File: src/sv/hcbp_pkg.sv
package hcbp_pkg;

  localparam logic [1:0] KindLoad   = 2'd0;
  localparam logic [1:0] KindEncode = 2'd1;
  localparam logic [1:0] KindFlush  = 2'd2;

  localparam int unsigned CodeW = 16;
  localparam int unsigned LenW  = 5;

  typedef struct packed {
    logic [1:0]       kind;
    logic [7:0]       symbol;
    logic [CodeW-1:0] code_word;
    logic [LenW-1:0]  code_length;
  } in_item_t;

  typedef struct packed {
    logic [7:0]  out_byte;
    logic        byte_valid;
    logic        is_flush_report;
    logic [31:0] total_bits;
    logic        last;
  } out_item_t;

  typedef struct packed {
    logic [CodeW-1:0] code_word;
    logic [LenW-1:0]  code_length;
  } entry_t;

  // Handoff from the packing stage to the output buffer.
  typedef struct packed {
    logic       push;
    logic [1:0] count;
    out_item_t  first;
    out_item_t  second;
  } push_t;

endpackage

File: src/sv/hcbp_out_buf.sv
module hcbp_out_buf (
  input  logic                clk_i,
  input  logic                rst_ni,
  input  hcbp_pkg::push_t     push_i,
  output logic                room_o,
  output logic                out_valid_o,
  input  logic                out_ready_i,
  output hcbp_pkg::out_item_t out_data_o
);
  import hcbp_pkg::*;

  out_item_t  slot0_q, slot1_q;
  logic [1:0] cnt_q;
  logic       pop;

  assign out_valid_o = cnt_q != 2'd0;
  assign out_data_o  = slot0_q;
  assign pop         = out_valid_o && out_ready_i;
  // Take a new pair only when the buffer is empty or its last item leaves this cycle.
  assign room_o      = (cnt_q == 2'd0) || (cnt_q == 2'd1 && out_ready_i);

  always_ff @(posedge clk_i) begin
    if (push_i.push) begin
      slot0_q <= push_i.first;
      slot1_q <= push_i.second;
    end else if (pop) begin
      slot0_q <= slot1_q;
    end
  end

  always_ff @(posedge clk_i or negedge rst_ni) begin
    if (!rst_ni) begin
      cnt_q <= 2'd0;
    end else if (push_i.push) begin
      cnt_q <= push_i.count;
    end else if (pop) begin
      cnt_q <= cnt_q - 2'd1;
    end
  end

endmodule

File: config.mk
export PLATFORM = sky130hd
export DESIGN_NAME = hcbp_out_buf
export DESIGN_NICKNAME = d
export VERILOG_FILES = /design/src/sv/hcbp_pkg.sv /design/src/sv/hcbp_out_buf.sv
export SDC_FILE = /design/constraint.sdc
export NUM_CORES = 1
export LEC_CHECK = 0
export BUFFER_PORTS_ARGS = -buffer_cell sky130_fd_sc_hd__clkbuf_2
export CORE_ASPECT_RATIO = 1.4
export CORE_MARGIN = 1
export CORE_UTILIZATION = 45
export CTS_CLUSTER_DIAMETER = 80
export DETAILED_ROUTE_END_ITERATION = 16
export PLACE_DENSITY = 0.76
export SLEW_MARGIN = 30
export SYNTH_ARGS = -nofsm -noshare
export SYNTH_HDL_FRONTEND = slang
export SYNTH_SLANG_ARGS = --single-unit
File: constraint.sdc
create_clock -name clk_i -period 4 [get_ports clk_i]
set_input_delay 0.2 -clock clk_i [delete_from_list [all_inputs] [get_ports clk_i]]
set_output_delay 0.2 -clock clk_i [all_outputs]
set_load 0.01 [all_outputs]
### Word-level counts from Yosys, hierarchy flattened

Index checks and enable logic that the tools add are counted.

* logic and storage cells: 23
* input port bits: 92
* bits in registers: 88
* output and inout bits: 45

* equal/unequal tests: 1
* mux-type cells: 4
* reduce and logical (&&, ||, !) cells: 6
* add/sub/neg operators: 1

Operators by type and width (number)
* $mux 43: 2
* $mux 2: 2
* $reduce_bool 2->1: 2
* $eq 2x1->1 const B: 1
* $logic_and 1x1->1: 2
* $logic_not 2->1: 1
* $sub 2x1->2 const B: 1
* $logic_or 1x1->1: 1

### Longest topological paths before layout

Gate-level depths: netlist (run 1).

* word-level depth: 4
* mapped depth: 4
* gate-level depth less buffers: 4

### Worst setup path before layout (run 1)

OpenSTA, ideal clock, no wires.

* path kind: reg2reg
* start point: register cnt_q[0]
* end point: register slot0_q (netlist bit out_data_o[0]), enable pin
* path slack: 2233 ps
* cell stages (with the launch flop): 5
* arrival: 1385 ps
* clock period less this slack: 1767 ps
* path buffers: 0
* required time: 3619 ps
* cell sequence: dfrtp_1 > inv_1 > ha_1 > nor2b_1 > or2_2

* word-level cells in the longest chain between the ends: 3

RTL lines
* start, declared: line hcbp_out_buf.sv:13 `logic [1:0] cnt_q;`
* start signal, assigned: line hcbp_out_buf.sv:35 `cnt_q <= push_i.count;`
* start signal, assigned: line hcbp_out_buf.sv:37 `cnt_q <= cnt_q - 2'd1;`
* $reduce_bool 2->1: line hcbp_out_buf.sv:16 `assign out_valid_o = cnt_q != 2'd0;`
* $logic_and 1x1->1: line hcbp_out_buf.sv:18 `assign pop = out_valid_o && out_ready_i;`
* $reduce_bool 2->1 (no line)
* end signal, assigned: line hcbp_out_buf.sv:24 `slot0_q <= push_i.first;`
* end signal, assigned: line hcbp_out_buf.sv:27 `slot0_q <= slot1_q;`
* end, declared: line hcbp_out_buf.sv:12 `out_item_t slot0_q, slot1_q;`

Every way passes these cells.
A chain may end at the register's enable or synchronous reset.

### Worst setup path after layout (run 1)

* start point: register cnt_q[0]
* end point: register slot0_q (netlist bit out_data_o[19]), enable pin

The elaborated chain is that of the path after synthesis.

==> metrics, run 1 <==
Cell Pwr Density 454 mW/mm2; Period Utilization, post-route a little under half; Ports 137; power share of the clock group just under 30%; Period minus WS final approximately 1900 ps; hold_sp push_i[42]; Final GP Congestion slightly below 0.7; number of cell rows 36; WL/cell approximately 15 um; crit path cell chain inv_1 -> ha_1 -> nor2b_1 -> or2_4; RSZ-0062 raised after global routing false; Post-synth EDFFs 86; Syn Area/Cell about 21 um2; leading area contributor after synthesis edfxtp_1; placed inst area 0.00404 mm2; P_leak about 1.8 nW; FF-to-FF Start cnt_q[0]; reg2reg end out_data_o[19]; Crit path buffers/inverters 1; slowest CP cell or2_4; Clock Pin Slew Worst Setup and Hold Paths 80 ps; switching power between 0.4 and 0.5 mW; DP Wirelength ~4.1 mm; drt pass-1 iters 4; R2R depth 4; Max-Cap Viols 0; grt ovf 0; initial core utilization between 40 and 50%; max_slew headroom 40.3%; fmax 0.540 GHz; Worst Path Required 3980 ps; initial antenna violation count 0; Crit path largest cell delay approximately 550 ps; Post-Syn Instances 152; Hold Crit Depth 1; H-tree depth 3; antenna viol nets, final 0; clk_lat worst skew 350 ps; Warnings, synthesis 0; Synth area leaders edfxtp_1, mux2_2, dfrtp_1; sequential share of power between 50 and 60%; # fillers 518; CP max FO 43; Chip Height ~100 um; final slew viol count 0; Int Pwr around 1.5 mW; hold crit path type in -> reg; Slew @ Worst Pin ~900 ps; number of synthesized register bits between 80 and 90; Distinct cells, synth 14; Longest Clk Path Bufs 2; Peak VDD IR between 300 and 400 uV; Tot GR Track Use approximately 16%; Die ar. 0.00761 mm2; vias in the first global route approximately 1800; most instantiated cells after synthesis edfxtp_1, mux2_2, nand2_1; crit path kind reg -> reg; Core Area between 0.006 and 0.007 mm2; global-route wire length before repair 8.55 mm; input/output buffers 136; sequential-to-total area share from yosys stat 80.6%; TritonCTS clock tree done; Hold EP slot1_q[42]; final setup fails 0; Total Routed Length ~5.9 mm; Sink Count between 80 and 90; Overall Power slightly below 2 mW; Fin Setup TNS 0 ps; Top FF cell, synth edfxtp_1; Antenna Cells 0; Worst Setup Start Kind register; Crit path arrival time 1840 ps; Final #Nets 392; Top Family by Delay on Critical Path simple AND/OR/NAND/NOR gates; synthesis-to-layout area growth 29.9%; Combinational Power Share ~11%; clk_skew ~6.7 ps; Fin. Hold Viols 0; count leader, synth edfxtp_1; post_cts resized 0; post-synth top area share about four fifths; Switching Share between 20% and 30%; Initial DRC Count 70; Post-Syn Area 0.00327 mm2; Clock Root Buffer clkbuf_8; layout cells sized above 1 around 63%; Reg2Reg Setup Slack around 2100 ps; Die Width approximately 74 um; Vias/cell 4.63; TritonCTS Buffers 9; DRC viols 0; fraction of registers with async set or reset after synthesis about 2.3%; post-layout util about three fifths; fin area about 0.0042 mm2; status completed; pin count of the biggest net entering global routing 76; DR vias between 1500 and 2000; endpoint class of the critical path register; Synthesized Nets about 250
metal layers:
metal	GRT usage, %	part of all wire, %	up-vias
li1	-	-	886
met1	16.6	35	861
met2	25.9	52	85
met3	9.38	10	12
met4	9.02	2.2	0
met5	0	0	-
cell families (layout without fill, tap and decap cells):
| logic type | count (synthesis) | in the layout | share of synthesized area (%) |
|---|---|---|---|
| adder cells (fa/ha/maj) | 2 | 2 | 0.766 |
| AO/OA/AOI/OAI | 2 | 2 | 0.498 |
| multiplexers | 43 | 43 | 14.8 |
| flip-flops | 88 | 88 | 80.6 |
| buffers and inverters | 8 | 159 | 1.69 |
| AND/OR/NAND/NOR | 9 | 9 | 1.65 |
what timing repair did:
item / 4_1_cts / 5_1_grt
setup buffers: 0 / 0
hold endpoints to repair: 3 / 1
hold buffers: 2 / 1
endpoints found under the setup margin: 0 / 0
final cells by class:
class,count,area (um2),share of cell area (%)
clock buffers,10,128,3.01
multi-input cells,56,582,13.7
flip-flops and latches,88,2630,62.0
well taps,95,119,2.80
repair buffers,140,721,17.0
inverters,3,11.3,0.265
clock inverters,6,50.0,1.18
cell usage in the layout (no fill, tap or decap):
cell,instances
clkbuf_2,135
edfxtp_1,86
mux2_2,43
clkbuf_8,9
nand2_1,4
clkinv_1,4
inv_1,3
dlygate4sd3_1,3
or4b_1,2
ha_1,2
dfrtp_1,2
buf_4,2
nor2b_1,1
or2_4,1
nand2b_1,1
o211ai_1,1
o311ai_0,1
clkbuf_1,1
clkinv_2,1
bufinv_16,1
power by group through the flow:
stage | sequential (mW) | clock [mW] | combinational, mW
3_3_place_gp | 1.16 | 0 | 0.214
3_5_place_dp | 1.16 | 0 | 0.220
4_1_cts | 1.14 | 0.581 | 0.223
6_report | 1.14 | 0.564 | 0.219
5_1_grt | 1.15 | 0.613 | 0.242
2_1_floorplan | 1.19 | 0 | 0.0767
through the flow:
stage,hold WS (ps),instances,setup WS (ps)
after global placement,-11.6,379,1960
after CTS,0.919,397,2140
after global routing,0.926,398,1990
final,23.4,398,2150
after floorplan,-95.6,152,2230
after detailed placement,-8.59,379,2100
worst register-to-register path: cells and delay by family (launching register included):
kind / cells / cell delay [ps]
simple gates: 2 / 770
fa+ha+maj: 1 / 230
buf+inv: 1 / 60
flops: 1 / 390
sequential cells by signal, summed over array words and instances (netlist names):
name	cells
out_data_o	43
cnt_q	2
slot1_q	43
worst max-delay path by stage:
| stage | start | end | slack [ps] | cells after the start |
|---|---|---|---|---|
| 3_5_place_dp | push_i[88] | out_data_o[34] | 2100 | 3 |
| 6_report | cnt_q[0] | out_data_o[19] | 2150 | 4 |
| 4_1_cts | cnt_q[0] | out_data_o[0] | 2140 | 4 |
| 5_1_grt | cnt_q[0] | out_data_o[0] | 1990 | 4 |
| 3_3_place_gp | cnt_q[0] | out_data_o[19] | 1960 | 4 |
| 2_1_floorplan | cnt_q[0] | out_data_o[0] | 2230 | 4 |
(Power assumes the default switching activity.)
==> inputs of run 2 (changes only) <==
Settings changed: CORE_UTILIZATION 45 to 43.
Clock period 4 ns to 1.7 ns, I/O delays scaled along.
==> run 2 against run 1 <==
Utilization is 3.7 points higher; die area is 4.5% higher; non-clock buffer count is 48 higher; sequential share of layout area is 6.6 points lower; sequential power is 140% higher; clock power is 120% higher; maximum frequency is 18% higher; global-route usage is 1.8 points higher; combinational power grew to 2.9 times the previous value; highest routed layer unchanged.
==> metrics, run 2 (synthesis gave the netlist of run 1 again) <==
status completed; Cell Pwr Density 954 mW/mm2; Worst Path Required between 1500 and 2000 ps; vias in the first global route 2213; final slew viol count 0; reg2reg end out_data_o[10]; Final GP Congestion between 0.7 and 0.8; fmax between 0.6 and 0.7 GHz; Clock Root Buffer clkbuf_8; hold buffers post-CTS between 40 and 50; synthesis-to-layout area growth 45.3%; Clock Pin Slew Worst Setup and Hold Paths 80 ps; initial antenna violation count 0; post_cts resized 0; Hold Crit Depth 2; number of cell rows 37; grt ovf 0; Antenna Cells 0; Period minus WS final 1570 ps; Fin. Hold Viols 0; crit path kind reg -> reg; clk_lat worst skew approximately 340 ps; endpoint class of the critical path register; FF-to-FF Start cnt_q[0]; post-layout util 64.5%; Max-Cap Viols 0; global-route wire length before repair between 10 and 15 mm; P_leak around 2.0 nW; Longest Clk Path Bufs 2; Ports around 140; DP Wirelength about 4.4 mm; H-tree depth 3; R2R depth 5; hold crit path type in -> reg; TritonCTS Buffers 9; hold_sp push_i[69]; clk_skew 5.69 ps; antenna viol nets, final 0; fin area 0.00475 mm2; Reg2Reg Setup Slack ~130 ps; Vias/cell around 4.6; WL/cell approximately 15 um; max_slew headroom approximately three quarters; DRC viols 0; drt pass-1 iters 4; RSZ-0062 raised after global routing false; Peak VDD IR approximately 550 uV; pin count of the biggest net entering global routing 33; TritonCTS clock tree done; Slew @ Worst Pin around 400 ps; Final #Nets 440; most common cell after layout, fill and taps aside clkbuf_2; Hold EP out_data_o[26]; layout cells sized above 1 approximately 56%; Initial DRC Count around 120; Sink Count slightly below 90; placed inst area 0.00413 mm2; input/output buffers about 140; # fillers slightly below 500; Worst Setup Start Kind register; final setup fails 0; Tot GR Track Use a little under a fifth; Period Utilization, post-route between 90 and 100%; Die ar. a little under 0.008 mm2; Post-CTS Setup Bufs 0; most frequent cells in the layout clkbuf_2, edfxtp_1, dlygate4sd3_1; Core Area between 0.007 and 0.008 mm2; CP max FO 25; Die Width 75.7 um; DR vias 2051; initial core utilization 44.4%; Crit path arrival time 1620 ps; Chip Height approximately 110 um; Fin Setup TNS 0 ps; Total Routed Length between 6 and 7 mm
run 2: layout make-up:
type | instances | area, um2 | share of cell area, %
Multi-Input combinational cell | 56 | 582 | 12.3
Clock inverter | 1 | 5.00 | 0.105
Sequential cell | 88 | 2630 | 55.5
Timing Repair Buffer | 188 | 1240 | 26.1
Clock buffer | 15 | 156 | 3.29
Inverter | 3 | 11.3 | 0.237
Tap cell | 97 | 121 | 2.56
run 2: worst max path at each step:
| stage | from | to | slack (ps) | cells after the start |
|---|---|---|---|---|
| finish | cnt_q[0] | out_data_o[10] | 130 | 5 |
| global route | cnt_q[0] | out_data_o[22] | 20 | 5 |
| CTS | cnt_q[0] | out_data_o[23] | 120 | 5 |
| detailed placement | cnt_q[0] | out_data_o[12] | 120 | 5 |
| global placement | cnt_q[0] | out_data_o[28] | 210 | 5 |
| floorplan | cnt_q[0] | out_data_o[0] | 140 | 4 |
run 2: critical path, cell delays in order, from the launching register on:
cell     delay, ps
dfrtp_1        380
inv_1           60
ha_1           230
nor2b_1        220
or2_4          190
buf_12         180
run 2: routing by layer:
metal	GRT usage, %	wire (um)
met1	17.1	2260
met5	0	0
met3	4.63	280
met4	11.4	229
met2	32.7	3750
run 2: power breakdown:
group / switching (mW) / internal (mW)
clock network: 0.642 / 0.573
logic: 0.283 / 0.347
registers: 0.0556 / 2.63
run 2: metrics by stage:
stage	setup WS, ps	power, mW	hold slack, ps	std cells
final	130	4.53	45.4	448
after detailed placement	118	3.29	-123	386
after floorplan	135	2.97	-211	152
after global routing	24.6	4.74	18.7	448
after global placement	214	3.26	-129	386
after CTS	118	4.58	21.1	448
==> inputs of run 3 (changes only) <==
Settings changed: REMOVE_ABC_BUFFERS set to 1.
==> run 3 against run 2 <==
Cell count down 0.22%; combinational power about the same; clock skew up 2.7 ps; cell area up 1.3%; clock power up 29%; global-route usage down 0.14 points; critical path type unchanged; via count down 0.98%; wire length up 3.1%; maximum frequency up 1.8%.
==> metrics, run 3 (synthesis gave the netlist of run 1 again) <==
total length of routed met3 wires ~310 um; Final #Nets approximately 440; Slew @ Worst Pin roughly 330 ps; antenna viol nets, final 0; Period minus WS final 1540 ps; Hold WS about 23 ps; Chip Height around 110 um; drt pass-1 iters 4; crit path kind reg -> reg; Period Utilization, post-route 90.7%; Clock Pin Slew Worst Setup and Hold Paths 80 ps; most common cell after layout, fill and taps aside clkbuf_2; Fin. Hold Viols 0; routed metal-1 wirelength approximately 2.4 mm; Ports 137; layout cells sized above 1 a little under three fifths; Die ar. 0.00795 mm2; final slew viol count 0; TritonCTS clock tree done; Sink Count 88; multi-input logic area slightly below 600 um2; DRC viols 0; Worst Path Required 1760 ps; Peak VDD IR slightly below 600 uV; H-tree depth 3; Overall Power around 4.9 mW; Longest Clk Path Bufs 2; most frequent cells in the layout clkbuf_2, edfxtp_1, dlygate4sd3_1; clk_lat worst skew approximately 360 ps; input/output buffers approximately 140; P_leak 2.02 nW; initial antenna violation count 0; WL/cell about 15 um; status completed; Initial DRC Count 64; grt ovf 0; Max-Cap Viols 0; hold crit path type in -> reg; initial core utilization 44.4%; Vias/cell about 4.5; final setup fails 0; TritonCTS Buffers 9; Reg area around 0.0026 mm2; clk_skew 8.36 ps; uppermost layer routed met4; DR vias between 2000 and 2500; max_slew headroom 78.0%; number of cell rows 37; post-layout util 65.3%; Antenna Cells 0; post_cts resized 0; Post-CTS Setup Bufs 0; Worst Setup Start Kind register; Tot GR Track Use between 15 and 20%; metal2 WL about 3.6 mm; RSZ-0062 raised after global routing false; Die Width ~76 um; # fillers approximately 520; vias in the first global route approximately 2200; Core Area about 0.0074 mm2; Crit path arrival time around 1600 ps; Cell Pwr Density approximately 1000 mW/mm2; DP Wirelength 4.58 mm; global-route wire length before repair 9.87 mm; endpoint class of the critical path register; CP max FO 25; synthesis-to-layout area growth 47.2%; Clock Root Buffer clkbuf_8; Total Routed Length 6.72 mm; Final GP Congestion 0.766; pin count of the biggest net entering global routing 27; fmax 0.648 GHz
run 3: layout make-up:
type	instances	share of cell area, %
clock buffer	10	2.86
tap	97	2.52
multi-input combinational	56	12.0
inverter	3	0.234
timing repair buffer	187	25.9
sequential	88	54.7
clock inverter	6	1.72
run 3: worst paths after layout:
path / from / end / slack (ps) / cells past startpoint
setup / recovery: cnt_q[0] / out_data_o[15] / 160 / 5
hold / removal: push_i[49] / out_data_o[6] / 20 / 2
setup reg to reg: cnt_q[0] / out_data_o[15] / 160 / 5
hold reg to reg: slot1_q[6] / out_data_o[6] / 550 / 1
max in group asynchronous: rst_ni / cnt_q[1] / 1560 / 2
min in group asynchronous: rst_ni / cnt_q[0] / 40 / 2
run 3: through the flow:
step	area [um2]	cells	setup TNS (ps)	setup slack, ps
after floorplan	3220	147	-2870	-66.8
final	4810	447	0	158
after CTS	4810	447	0	144
after detailed placement	4130	385	0	164
after global placement	4130	385	0	215
after global routing	4810	447	0	24.8
run 3: routing by layer:
layer | global-route usage (%) | vias up
met1 | 17.6 | 941
met5 | 0 | -
met3 | 4.53 | 24
met2 | 31.2 | 86
li1 | - | 980
met4 | 12.7 | 0
run 3: worst max-delay path, cell delays in order (launching register included):
cell     delay (ps)
dfrtp_1         390
inv_1            60
ha_1            230
nor2b_1         180
or2_2           200
buf_12          190
run 3: where the power goes:
part	internal (mW)	switching [mW]	total, mW
combinational	0.346	0.283	0.630
clock	0.859	0.709	1.57
sequential	2.63	0.0604	2.69
run 3: timing repair:
item                       in CTS  in global routing
hold endpoints to repair       47                  0
hold buffers                   46                  0
setup endpoints to repair       0                  0
