### src/sv/hcbp_pkg.sv
package hcbp_pkg;

  localparam logic [1:0] KindLoad   = 2'd0;
  localparam logic [1:0] KindEncode = 2'd1;
  localparam logic [1:0] KindFlush  = 2'd2;

  localparam int unsigned CodeW = 16;
  localparam int unsigned LenW  = 5;

  typedef struct packed {
    logic [1:0]       kind;
    logic [7:0]       symbol;
    logic [CodeW-1:0] code_word;
    logic [LenW-1:0]  code_length;
  } in_item_t;

  typedef struct packed {
    logic [7:0]  out_byte;
    logic        byte_valid;
    logic        is_flush_report;
    logic [31:0] total_bits;
    logic        last;
  } out_item_t;

  typedef struct packed {
    logic [CodeW-1:0] code_word;
    logic [LenW-1:0]  code_length;
  } entry_t;

  // Handoff from the packing stage to the output buffer.
  typedef struct packed {
    logic       push;
    logic [1:0] count;
    out_item_t  first;
    out_item_t  second;
  } push_t;

endpackage

### src/sv/hcbp_packer.sv
module hcbp_packer (
  input  logic               clk_i,
  input  logic               rst_ni,
  input  logic               take_i,
  input  logic [1:0]         kind_i,
  input  logic               hit_i,
  input  hcbp_pkg::entry_t   entry_i,
  input  logic               room_i,
  output logic               busy_o,
  output hcbp_pkg::push_t    push_o
);
  import hcbp_pkg::*;

  logic        s1_valid_q;
  logic [1:0]  s1_kind_q;
  logic        s1_hit_q;
  logic [7:0]  pend_byte_q, pend_byte_d;
  logic [2:0]  pend_cnt_q, pend_cnt_d;
  logic [31:0] bit_total_q, bit_total_d;

  logic [LenW-1:0]  clen;
  logic [CodeW-1:0] mask;
  logic [LenW-1:0]  shamt;
  logic [LenW-1:0]  sum;
  logic [23:0]      acc;
  logic [1:0]       nres;
  out_item_t        res0, res1;
  logic             has_bits;
  logic             fire;

  always_comb begin
    clen        = (s1_hit_q && s1_kind_q == KindEncode) ? entry_i.code_length : '0;
    mask        = CodeW'((17'd1 << clen) - 17'd1);
    sum         = LenW'({2'b00, pend_cnt_q}) + clen;
    shamt       = LenW'(24) - LenW'({2'b00, pend_cnt_q}) - clen;
    acc         = {pend_byte_q, 16'h0000} | ({8'h00, entry_i.code_word & mask} << shamt);
    has_bits    = pend_cnt_q != 3'd0;
    pend_byte_d = pend_byte_q;
    pend_cnt_d  = pend_cnt_q;
    bit_total_d = bit_total_q;
    nres        = 2'd0;
    res0        = '0;
    res1        = '0;
    unique case (s1_kind_q)
      KindEncode: begin
        bit_total_d = bit_total_q + 32'(clen);
        nres        = sum[4:3];
        pend_cnt_d  = sum[2:0];
        case (sum[4:3])
          2'd0:    pend_byte_d = acc[23:16];
          2'd1:    pend_byte_d = acc[15:8];
          default: pend_byte_d = acc[7:0];
        endcase
        res0 = '{out_byte: acc[23:16], byte_valid: 1'b1, is_flush_report: 1'b0,
                 total_bits: bit_total_d, last: (sum[4:3] == 2'd1)};
        res1 = '{out_byte: acc[15:8], byte_valid: 1'b1, is_flush_report: 1'b0,
                 total_bits: bit_total_d, last: 1'b1};
      end
      KindFlush: begin
        nres        = 2'd1;
        pend_byte_d = '0;
        pend_cnt_d  = '0;
        res0 = '{out_byte: has_bits ? pend_byte_q : 8'h00, byte_valid: has_bits,
                 is_flush_report: 1'b1, total_bits: bit_total_q, last: 1'b1};
      end
      default: ;
    endcase
  end

  // Items without results never wait on the output side.
  assign fire   = s1_valid_q && (nres == 2'd0 || room_i);
  assign busy_o = s1_valid_q && !fire;

  assign push_o = '{push: fire && nres != 2'd0, count: nres, first: res0, second: res1};

  always_ff @(posedge clk_i or negedge rst_ni) begin
    if (!rst_ni) begin
      s1_valid_q  <= 1'b0;
      s1_kind_q   <= KindLoad;
      s1_hit_q    <= 1'b0;
      pend_byte_q <= '0;
      pend_cnt_q  <= '0;
      bit_total_q <= '0;
    end else begin
      if (fire) begin
        pend_byte_q <= pend_byte_d;
        pend_cnt_q  <= pend_cnt_d;
        bit_total_q <= bit_total_d;
      end
      if (take_i) begin
        s1_valid_q <= 1'b1;
        s1_kind_q  <= kind_i;
        s1_hit_q   <= hit_i;
      end else if (fire) begin
        s1_valid_q <= 1'b0;
      end
    end
  end

endmodule

### config.mk
export PLATFORM = sky130hd
export DESIGN_NAME = hcbp_packer
export DESIGN_NICKNAME = d
export VERILOG_FILES = /design/src/sv/hcbp_pkg.sv /design/src/sv/hcbp_packer.sv
export SDC_FILE = /design/constraint.sdc
export NUM_CORES = 1
export LEC_CHECK = 0
export BUFFER_PORTS_ARGS = -buffer_cell sky130_fd_sc_hd__buf_2
export CAP_MARGIN = 20
export CORE_MARGIN = 2
export CORE_UTILIZATION = 45
export CTS_BUF_LIST = sky130_fd_sc_hd__clkbuf_16
export DETAILED_ROUTE_END_ITERATION = 8
export PLACE_DENSITY_LB_ADDON = 0.12
export SLEW_MARGIN = 10
export SYNTH_ARGS = -nofsm -noshare
export SYNTH_HDL_FRONTEND = slang
export SYNTH_SLANG_ARGS = --single-unit
export TNS_END_PERCENT = 5
### constraint.sdc
create_clock -name clk_i -period 3.6 [get_ports clk_i]
set_input_delay 0.36 -clock clk_i [delete_from_list [all_inputs] [get_ports clk_i]]
set_output_delay 0.36 -clock clk_i [all_outputs]
set_load 0.1 [all_outputs]
# After elaboration in Yosys (flattened, before gate mapping)
# Index checks and enable logic that the tools add are counted.
[word_totals]
register_bits = 47
output_inout_bits = 90
elab_cells = 42
[classes]
add_sub_neg = 5
n_eq_ne = 3
shift = 2
mux = 10
bitwise_logic = 2
n_reduce_logical = 14
[op_table]
columns = ["cell", "count"]
rows = [
  ["43-bit case mux with 2 select lines", 1],
  ["43-bit 2-to-1 mux", 1],
  ["32-bit by 5-bit adder with 32-bit output", 1],
  ["8-bit case mux with 2 select lines", 2],
  ["24-bit OR", 1],
  ["16-bit by 5-bit left shift with 24-bit output", 1],
  ["16-bit AND", 1],
  ["1-bit by 5-bit left shift with 16-bit output, first input constant", 1],
  ["16-bit by 1-bit subtractor with 16-bit output, second input constant", 1],
  ["8-bit 2-to-1 mux", 1],
  ["3-bit case mux with 2 select lines", 1],
  ["2-bit nonzero test", 3],
  ["3-bit by 5-bit adder with 5-bit output", 1],
  ["5-bit 2-to-1 mux", 1],
  ["4-bit by 4-bit subtractor with 5-bit output, first input constant", 1],
  ["5-bit subtractor", 1],
  ["2-bit by 1-bit equality test with 1-bit output, second input constant", 2],
  ["1-bit logical AND", 4],
  ["2-bit zero test", 2],
  ["2-bit case mux with 2 select lines", 1],
  ["2-bit AND reduction", 2],
  ["3-bit nonzero test", 1],
  ["2-bit equality test, second input constant", 1],
  ["1-bit 2-to-1 mux", 2],
  ["other kinds (2)", 2],
]

# Longest topological paths before layout
# Gate-level depths: netlist (run 1).
[depth]
depth_word = 10
depth_mapped = 18

# Least setup slack after synthesis (run 1)
# OpenSTA, ideal clock, no wires.
[synth_path]
kind = "reg-to-output"
startpoint = "register s1_kind_q[1]"
endpoint = "output port push_o[41] (netlist name)"
arrival_time_ps = 6250
required_ps = 3240
setup_slack_ps = -3010
stages_incl_launch_ff = 15
n_path_buf = 4
cell_sequence = "dfrtp_1 inv_1 ha_1 buf_2 clkbuf_1 and3_1 ha_1 inv_1 ha_1 clkbuf_1 clkbuf_1 o2111a_1 a31oi_1 mux4_1 a211oi_1"
[synth_lines]
columns = ["element", "line", "text"]
rows = [
  ["from (decl)", "hcbp_packer.sv:15", "logic [1:0] s1_kind_q;"],
  ["from (signal assigned)", "hcbp_packer.sv:79", "s1_kind_q <= KindLoad;"],
  ["from (signal assigned)", "hcbp_packer.sv:92", "s1_kind_q <= kind_i;"],
  ["to (decl)", "hcbp_packer.sv:10", "output hcbp_pkg::push_t push_o"],
]

==> impl_summary.md, run 1 <==
Layout
The utilization of the core after routing is between 70% and 80%. The count of inserted antenna diode cells is 0. From synthesis to final layout, the design area changed by 72.23%. With fillers left out, the area of the finished cells amounts to approximately 0.0099 mm2. The net count reported at finish is around 1000.

The post-route netlist has around 47% of its cells at a drive strength greater than 1.

Detailed routing
The first TritonRoute pass finished after 7 iterations. For this block, the via count after detailed routing is between 7000 and 8000. In the routed layout, each cell is associated on average with a via count of 6.430. For this run, design rule violations remaining after detail routing come to 0. The DRC marker count from the first detailed-route iteration is about 1000. The routed length per instance is roughly 23 um. The detail route stage leaves a number of antenna-violating nets equal to 0. The final layout contains routed wiring with a total length of 27240 um.

Critical path
STA puts the critical path data required time at 3.24 ns. The startpoint identified for the worst register-to-register timing path is s1_kind_q[0]. The maximum fanout along the worst path is 7. The destination of the worst register-to-register timing path is pend_cnt_q[2].

The register-to-register setup slack is -0.04 ns. The buffering stage count on the worst path with inverters included is 4. The kind of critical path is reg -> out.

STA classifies the critical path startpoint as a flip-flop. The largest incremental delay on the critical path is 0.43 ns. The signal on the critical path passes through ha_4, and3_4, ha_4, inv_4, ha_4, buf_6, buf_6, nand3_1, a21oi_2, nor3_1, a22o_2, nor2_1, o21ai_0, a21oi_2, a21o_1, buf_12. The critical path capture point type is an output pin. The worst register-to-register path has a depth of 16. In this design, the critical path's most frequently occurring cell is sky130_fd_sc_hd__ha_4. The cell family contributing the most delay on the critical path is compound AO/OA/AOI/OAI gates. The largest individual stage delay along the critical path comes from the cell sky130_fd_sc_hd__dfrtp_1. For the worst setup path, the data arrival time is roughly 3.6 ns.

Place
The global placement routability congestion is 0.9926. In this run the cell area measured after placement is roughly 0.0088 mm2. The count of buffers added on input and output ports is approximately 120. The HPWL after detailed placement is around 18000 um.

Min path
The worst hold path begins at kind_i[1]. The worst hold path was traced through 3 stages. The hold path endpoint is s1_kind_q[1]. The type of the most critical hold path is in -> reg.

Logic synthesis
In this run the cell area of the synthesized design comes to about 0.0057 mm2. Summing the areas of all and, or, nand and nor instances in the mapped netlist gives just under 30% of the synthesized area. Summed over all instances, the cell type with the most area after synthesis is sky130_fd_sc_hd__dfrtp_1. After synthesis, the cell types taking the most area are sky130_fd_sc_hd__dfrtp_1, sky130_fd_sc_hd__nand2_1, sky130_fd_sc_hd__xnor2_1. The mux cell area share after synthesis is between 1.5 and 2%. A synthesized cell averages about 7.3 um2.

Counting flops with a built-in enable in the synthesized netlist gives 0. The net count after synthesis is roughly 830. Among all flip-flop cells after synthesis, the most frequent one is sky130_fd_sc_hd__dfrtp_1.

The post-synthesis compound-gate area fraction is a little over a quarter. The post-synthesis cell count is approximately 780. The combinational family with the most area after synthesis is simple AND/OR/NAND/NOR gates. The top cell type by area accounts for roughly a fifth of the synthesized area.

The synthesized netlist devotes under 10% of its cell area to adder and majority cells. The count of distinct cell types in the synthesized netlist is a little under 90. The register bit count reported by yosys is 47. The yosys synthesis warning count is 0.

The sequential share of the synthesized area is approximately a fifth. Summing the areas of all xor and xnor instances in the mapped netlist gives a little under a tenth of the synthesized area. The most numerous cell in the Yosys netlist is sky130_fd_sc_hd__nand2_1.

Counting flops with an async set or reset pin after synthesis yields a share of between 90% and 100%. After synthesis, the most frequently instantiated cells are sky130_fd_sc_hd__nand2_1, sky130_fd_sc_hd__nor2_1, sky130_fd_sc_hd__o21ai_0, sky130_fd_sc_hd__dfrtp_1, sky130_fd_sc_hd__a21oi_1.

Floorplan
The core region is between 0.01 and 0.015 mm2. The floorplan has 41 rows. The die is about 120 um tall.

From left edge to right edge, the die measures roughly 120 um. The area enclosed by the die boundary is ~0.014 mm2. 118 I/O pins were placed. For this configuration, the core starts out at a cell density of 45.82%.

Timing
Setup violations remaining at the end of the flow were counted as roughly 60. The count of final hold-check violations is 0. For the finished layout, the period the worst path requires is 3.949 ns. On the final layout, the worst clock skew is approximately 0.007 ns. The minimum setup slack in the final design is -0.3486 ns.

For the pin with the worst max-slew slack, the measured transition is approximately 1.1 ns. Measured against its own limit, the worst slew margin works out to a little over a quarter. Setup repair after global routing could not meet its margin everywhere. The fmax is between 0.2 and 0.3 GHz. The final cycle utilization of the critical path is 109.7%. The count of pins over their slew limit is 0.

Clock network
The clock net in this run drives a total of 47 sinks. The clock-pin slew of the registers on the worst-case setup and hold paths is around 0.07 ns. The maximum buffer depth of the clock tree is 2. The maximum level of the CTS H-tree is 2. The number of buffers created by CTS is 5. The buffer cell driving the clock tree root is sky130_fd_sc_hd__clkbuf_16. The TritonCTS clock tree is built. At the later pin of the worst-skew pair, clock insertion delay measures around 0.31 ns.

GRT
The global-route usage over all layers is approximately 37%. The global-route wire length before repair is 39550 um. The maximum number of pins on one net before global-route repair is 45.

The total overflow left after global routing is 0. The number of global-route vias before repair is approximately 7200. The initial antenna violation count is 0.

Status
The flow ran to the end, but the final reports show violations. The checks that failed: setup timing.

Pwr
The logic gate share of total power is ~77%. IR analysis of the VDD net gives a maximum drop of slightly above 0.5 mV. The standby leakage power is 0.004311 uW. The sequential cell fraction of total power is around an eighth. The power share of the clock group is 10.8%. Net switching is around half of the power.

The power per standard cell area is between 500 and 600 mW/mm2. For this design the total switching power over the nets is around 3000 uW. The internal power contribution is between 2000 and 3000 uW.

Run
Across the run, the number of max-cap violations was 0.
[power by group through the flow]
stage	logic [uW]	clock network (uW)	registers (uW)
global route	4700	643	712
floorplan	2250	0	668
global placement	3710	0	690
finish	4510	632	706
CTS	4190	624	689
detailed placement	3740	0	695
[final cells by class]
class                           count  area, um2
Timing Repair Buffer              264       2894
Clock buffer                        5      125.1
Inverter                           29      113.9
Sequential cell                    47       1176
Multi-Input combinational cell    651       5290
Clock inverter                      3      63.81
Fill cell                         741       2639
Tap cell                          172      215.2
[repair_timing]
action / 4_1_cts / 5_1_grt
pin swaps: 39 / 20
setup endpoints to repair: 58 / 111
hold buffers: 1 / 0
gates resized for setup: 103 / 63
setup buffers: 14 / 6
hold endpoints to repair: 3 / 0
[worst max-delay path by stage]
stage / startpoint / to / slack, ns / cells past startpoint
after floorplan: s1_kind_q[1] / push_o[41] / -0.61 / 13
after global placement: entry_i[4] / push_o[79] / -0.28 / 17
after detailed placement: entry_i[4] / push_o[85] / -0.35 / 13
after CTS: s1_kind_q[1] / push_o[79] / -0.20 / 16
after global routing: s1_kind_q[1] / push_o[81] / -0.45 / 16
final: s1_kind_q[0] / push_o[79] / -0.35 / 16
[worst reg2reg max path, cell delays in order, from the launching register on]
cell	delay, ns
sky130_fd_sc_hd__dfrtp_1	0.43
sky130_fd_sc_hd__ha_4	0.19
sky130_fd_sc_hd__and2_4	0.17
sky130_fd_sc_hd__nand2_4	0.09
sky130_fd_sc_hd__buf_6	0.11
sky130_fd_sc_hd__inv_4	0.04
sky130_fd_sc_hd__ha_1	0.22
sky130_fd_sc_hd__fa_2	0.39
sky130_fd_sc_hd__a21o_1	0.19
sky130_fd_sc_hd__and3_1	0.21
sky130_fd_sc_hd__o21ai_1	0.14
sky130_fd_sc_hd__buf_4	0.16
sky130_fd_sc_hd__nand2_1	0.11
sky130_fd_sc_hd__a221o_1	0.42
sky130_fd_sc_hd__buf_4	0.19
sky130_fd_sc_hd__or3_1	0.37
sky130_fd_sc_hd__o21ai_0	0.11
[registers in the layout, indices dropped and copies added (netlist names)]
register / flops
s1_valid_q: 1
s1_kind_q: 2
pend_cnt_q: 3
s1_hit_q: 1
pend_byte_q: 8
bit_total_q: 32
[placed cells by master, fill, tap and decap left out, types with 9 or more instances in the layout]
master / netlist / routed
sky130_fd_sc_hd__buf_4: 4 / 132
sky130_fd_sc_hd__nand2_1: 107 / 100
sky130_fd_sc_hd__buf_12: 0 / 77
sky130_fd_sc_hd__nor2_1: 61 / 53
sky130_fd_sc_hd__dfrtp_1: 47 / 47
sky130_fd_sc_hd__buf_2: 10 / 41
sky130_fd_sc_hd__xnor2_1: 32 / 30
sky130_fd_sc_hd__o21ai_0: 51 / 26
sky130_fd_sc_hd__xor2_1: 29 / 26
sky130_fd_sc_hd__and2_1: 36 / 20
sky130_fd_sc_hd__inv_1: 27 / 19
sky130_fd_sc_hd__a21oi_1: 37 / 17
sky130_fd_sc_hd__nand3_1: 24 / 16
sky130_fd_sc_hd__and2_4: 0 / 15
sky130_fd_sc_hd__a21oi_2: 0 / 15
sky130_fd_sc_hd__o211ai_1: 14 / 14
sky130_fd_sc_hd__o21ai_1: 3 / 13
sky130_fd_sc_hd__and3_1: 19 / 13
sky130_fd_sc_hd__nor3_1: 22 / 13
sky130_fd_sc_hd__buf_6: 1 / 13
sky130_fd_sc_hd__o21ai_2: 1 / 12
sky130_fd_sc_hd__nand2b_1: 15 / 10
sky130_fd_sc_hd__a22o_1: 14 / 10
sky130_fd_sc_hd__ha_4: 0 / 9
[cell families (layout without fill, tap and decap cells)]
group | Yosys count | in the layout
buffers and inverters | 86 | 301
other | 1 | 1
multiplexers | 8 | 8
flip-flops | 47 | 47
AO/OA/AOI/OAI | 224 | 224
adder cells (fa/ha/maj) | 20 | 20
AND/OR/NAND/NOR | 336 | 336
XOR/XNOR | 62 | 62
[through the flow]
step           power, uW  hold slack [ns]  setup TNS (ns)  setup WS, ns  cells
6_report            5844           0.2724          -8.572       -0.3486   1171
5_1_grt             6055           0.3115          -13.57       -0.4491   1171
4_1_cts             5508           0.2788          -4.731       -0.1978   1166
3_5_place_dp        4440           0.1716          -3.704       -0.3473   1143
3_3_place_gp        4400           0.1674          -2.750       -0.2763   1143
2_1_floorplan       2913          0.06441          -24.38       -0.6149    784
[per-layer routing]
metal | routed length, um | track usage [%] | vias to the layer above
li1 | - | - | 3255
met1 | 10280 | 48.30 | 3613
met2 | 13210 | 63.16 | 539
met3 | 2435 | 5.922 | 123
met4 | 1322 | 14.12 | 0
met5 | 0 | 0 | -
Power figures use the tool's default switching activity.
==> inputs of run 2 (changes only) <==
==> constraint.sdc (replaced) <==
create_clock -name clk_i -period 3.6 [get_ports clk_i]
set_input_delay 0.36 -clock clk_i [delete_from_list [all_inputs] [get_ports clk_i]]
set_output_delay 0.36 -clock clk_i [all_outputs]
set_load 0.01 [all_outputs]
==> impl_summary.md, run 2 (same netlist as run 1, synthesis figures left out) <==
Status
The flow ran to the end, but the final reports show violations. The checks that failed: setup timing.

Clock network
The hold-fix buffer count after cts is 0 (-1). The number of clock sinks seen by CTS came to 47 (unchanged). The cell sitting at the root of the clock tree is a sky130_fd_sc_hd__clkbuf_16. The TritonCTS clock tree is built. The clock network latency to the later pin of the worst-skew pair is 0.30 ns (about the same). The maximum level of the CTS H-tree is 2 (unchanged). The number of buffers created by CTS is 5 (unchanged). The maximum buffer depth of the clock tree came to 2 (unchanged).

The clock-pin slew of the registers on the worst-case setup and hold paths came to 0.07 ns (about the same).

Place
The number of placed instances with taps included is 1149 (+0.52%). The post-placement cell area is 0.007376 mm2 (-16%). The global placement routability congestion came to 0.9899 (-0.27%).

The number of I/O port buffers is 116 (unchanged). The placed wire-length estimate came to 16470 um (-7.6%).

Layout
The most common cell after layout, fill and taps aside is sky130_fd_sc_hd__buf_4. Ranked by flip-flop count, first place goes to bit_total_q. The count of inserted antenna diode cells was 0 (unchanged). The top cell types in the final layout, fill and taps aside, are sky130_fd_sc_hd__buf_4, sky130_fd_sc_hd__buf_2, sky130_fd_sc_hd__nand2_1.

The fill cell total of the finished layout came to 1135 (+53%). The net count reported at finish is 1050 (+0.38%). The largest registers in the layout are bit_total_q x32, pend_byte_q x8, pend_cnt_q x3. The post-route standard cell area excluding fillers is 0.008443 mm2 (-15%).

The footprint of the flip-flops and latches was 0.001176 mm2 (unchanged). The fraction of final layout cells with drive strength greater than 1 was 41.97% (-5.1 points). Relative to the synthesized area, the layout overhead comes to 47.21%. The footprint of the multi-input gates is 0.004901 mm2 (-7.4%). The number of flip-flops under the largest register name was 32 (unchanged). The final cell count without fillers was 1175 (+0.34%).

Critical path
The startpoint of the worst-slack reg-to-reg timing path is s1_kind_q[1]. The number of cells traversed by the worst register-to-register path is 18 (+2). The register-to-register setup slack is 0.14 ns (+0.18 ns). The maximum fanout along the worst path was 8 (+1).

The critical path startpoint is s1_kind_q[1]. The required time of the worst setup path came to 3.24 ns (about the same). The critical path endpoint is push_o[85].

The startpoint type of the worst setup path is a flip-flop. The kind of critical path is reg -> out. The worst register-to-register path ends at pend_byte_q[6]. The critical path arrival is 3.41 ns (-0.18 ns). The critical path capture point type is an output pin.

GRT
The number of global-route vias before repair is 6602 (-8.7%). The global-route wire length before repair is 34240 um (-13%). The overall overflow remaining after global route is 0 (unchanged).

The initial antenna violation count is 0 (unchanged). The global-route usage over all layers is 32.01% (-5.4 points). The maximum number of pins on one net before global-route repair came to 48 (+6.7%).

Timing
The clock period minus worst slack is 3.772 ns (-0.1764 ns). The minimum setup slack in the final design came to -0.1722 ns (+0.1764 ns). The clock skew was 0.007968 ns (+0.0007584 ns). The worst hold slack is 0.1587 ns (-0.1137 ns). The worst-case headroom to the max-slew limit came to 44.28% (+18 points). The setup-violating endpoint count in the final report was 19 (-68%).

The transition time at the pin with the least slew margin is 0.8335 ns (-0.2715 ns). The count of pins over their slew limit is 0 (unchanged). The final cycle utilization of the critical path was 104.8% (-4.9 points). Setup repair after global routing could not meet its margin everywhere. The fmax is 0.2651 GHz (+4.7%). The count of final hold-check violations is 0 (unchanged).

Pwr
The logic gate share of total power is 74.7% (-2.4 points). The internal power contribution came to 2807 uW (-1.7%). The standby leakage power came to 0.004064 uW (-5.7%). The sequential cell fraction of total power came to 13.4% (+1.3 points). The peak supply drop is 0.3975 mV (-23%).

The net switching fraction of the power came to 45.75% (-5.4 points). The power per standard cell area was 612.7 mW/mm2 (+3.6%). The power share of the clock group is 11.9% (+1.1 points). The net switching power is 2367 uW (-21%).

Detailed routing
The total routed wirelength is 22200 um (-19%). The total via count in the routed design is 6955 (-7.6%). The routed length per instance came to 18.89 um (-19%). The routed via count divided by cell count was 5.919 (-8.0%).

The DRC marker count from the first detailed-route iteration is 424 (-58%). The total iterations of the first detailed-routing run is 5 (-2). The count of antenna-violating nets left after detailed routing is 0 (unchanged). The number of design rule violations left after detail routing is 0 (unchanged).

Floorplan
The area enclosed by the die boundary is 0.01366 mm2 (unchanged). The overall die width is 116.9 um (unchanged). The number of core rows is 41 (unchanged). The initial core utilization was 45.82% (unchanged). The die outline height was 116.9 um (unchanged). The number of placed I/O pins is 118 (unchanged).

The core region area came to 0.01252 mm2 (unchanged).

Run
The count of max-cap constraint violations is 0 (unchanged).

Min path
The type of the most critical hold path is in -> async.
-- run 2: final cells by class --
class                      count  share of cell area (%)
tap                          172                   2.549
multi-input combinational    651                   58.05
inverter                      29                   1.393
clock inverter                 3                  0.7558
timing repair buffer         268                   21.84
sequential                    47                   13.93
clock buffer                   5                   1.482
-- run 2: how the worst min path moves through the flow --
| stage | start | to |
|---|---|---|
| after floorplan | rst_ni | bit_total_q[0] |
| after global routing | rst_ni | bit_total_q[24] |
| after detailed placement | bit_total_q[4] | bit_total_q[4] |
| after CTS | rst_ni | bit_total_q[24] |
| final | rst_ni | bit_total_q[22] |
| after global placement | bit_total_q[4] | bit_total_q[4] |
-- run 2: per-stage QoR --
stage	setup WS (ns)	setup TNS (ns)	utilization, %	power [uW]
after floorplan	-0.01276	-0.02146	-	2314
after global placement	-0.2207	-2.258	58.93	3637
after detailed placement	-0.2558	-2.836	58.93	3659
after CTS	-0.1045	-1.248	65.12	4931
after global routing	-0.2913	-7.421	67.45	5462
final	-0.1722	-1.316	67.45	5173
-- run 2: worst max-delay path, stage by stage, from the launching register on --
cell and delay [ns]:
sky130_fd_sc_hd__dfrtp_1 0.39, sky130_fd_sc_hd__inv_2 0.08, sky130_fd_sc_hd__ha_4 0.15, sky130_fd_sc_hd__and2_4 0.16, sky130_fd_sc_hd__nand2_4 0.07, sky130_fd_sc_hd__buf_6 0.13
sky130_fd_sc_hd__ha_4 0.15, sky130_fd_sc_hd__ha_4 0.28, sky130_fd_sc_hd__buf_12 0.13, sky130_fd_sc_hd__clkinvlp_4 0.13, sky130_fd_sc_hd__buf_4 0.16, sky130_fd_sc_hd__nor3_2 0.13
sky130_fd_sc_hd__a32oi_2 0.11, sky130_fd_sc_hd__buf_4 0.17, sky130_fd_sc_hd__a311o_1 0.37, sky130_fd_sc_hd__o211ai_1 0.16, sky130_fd_sc_hd__a21oi_1 0.11, sky130_fd_sc_hd__nor2_1 0.09
sky130_fd_sc_hd__buf_2 0.14
-- run 2: timing repair --
action | in CTS | in global routing
gates cloned | 1 | 0
pin swaps | 39 | 32
setup endpoints to repair | 51 | 70
gates resized for setup | 94 | 69
setup buffers | 14 | 7
-- run 2: power groups by stage --
stage | Sequential (uW) | Combinational (uW) | Clock, uW
floorplan | 664 | 1650 | 0
global placement | 688 | 2950 | 0
detailed placement | 692 | 2970 | 0
CTS | 688 | 3620 | 621
global route | 704 | 4120 | 636
finish | 694 | 3870 | 613
-- run 2: per-layer routing --
layer | up-vias | share of wire [%] | wire length, um | global-route usage, %
met2 | 297 | 45 | 10100 | 50.33
met4 | 0 | 2.9 | 653 | 10.67
met5 | - | 0 | 0 | 0
met1 | 3355 | 45 | 10010 | 44.76
met3 | 47 | 6.5 | 1436 | 5.458
li1 | 3256 | - | - | -
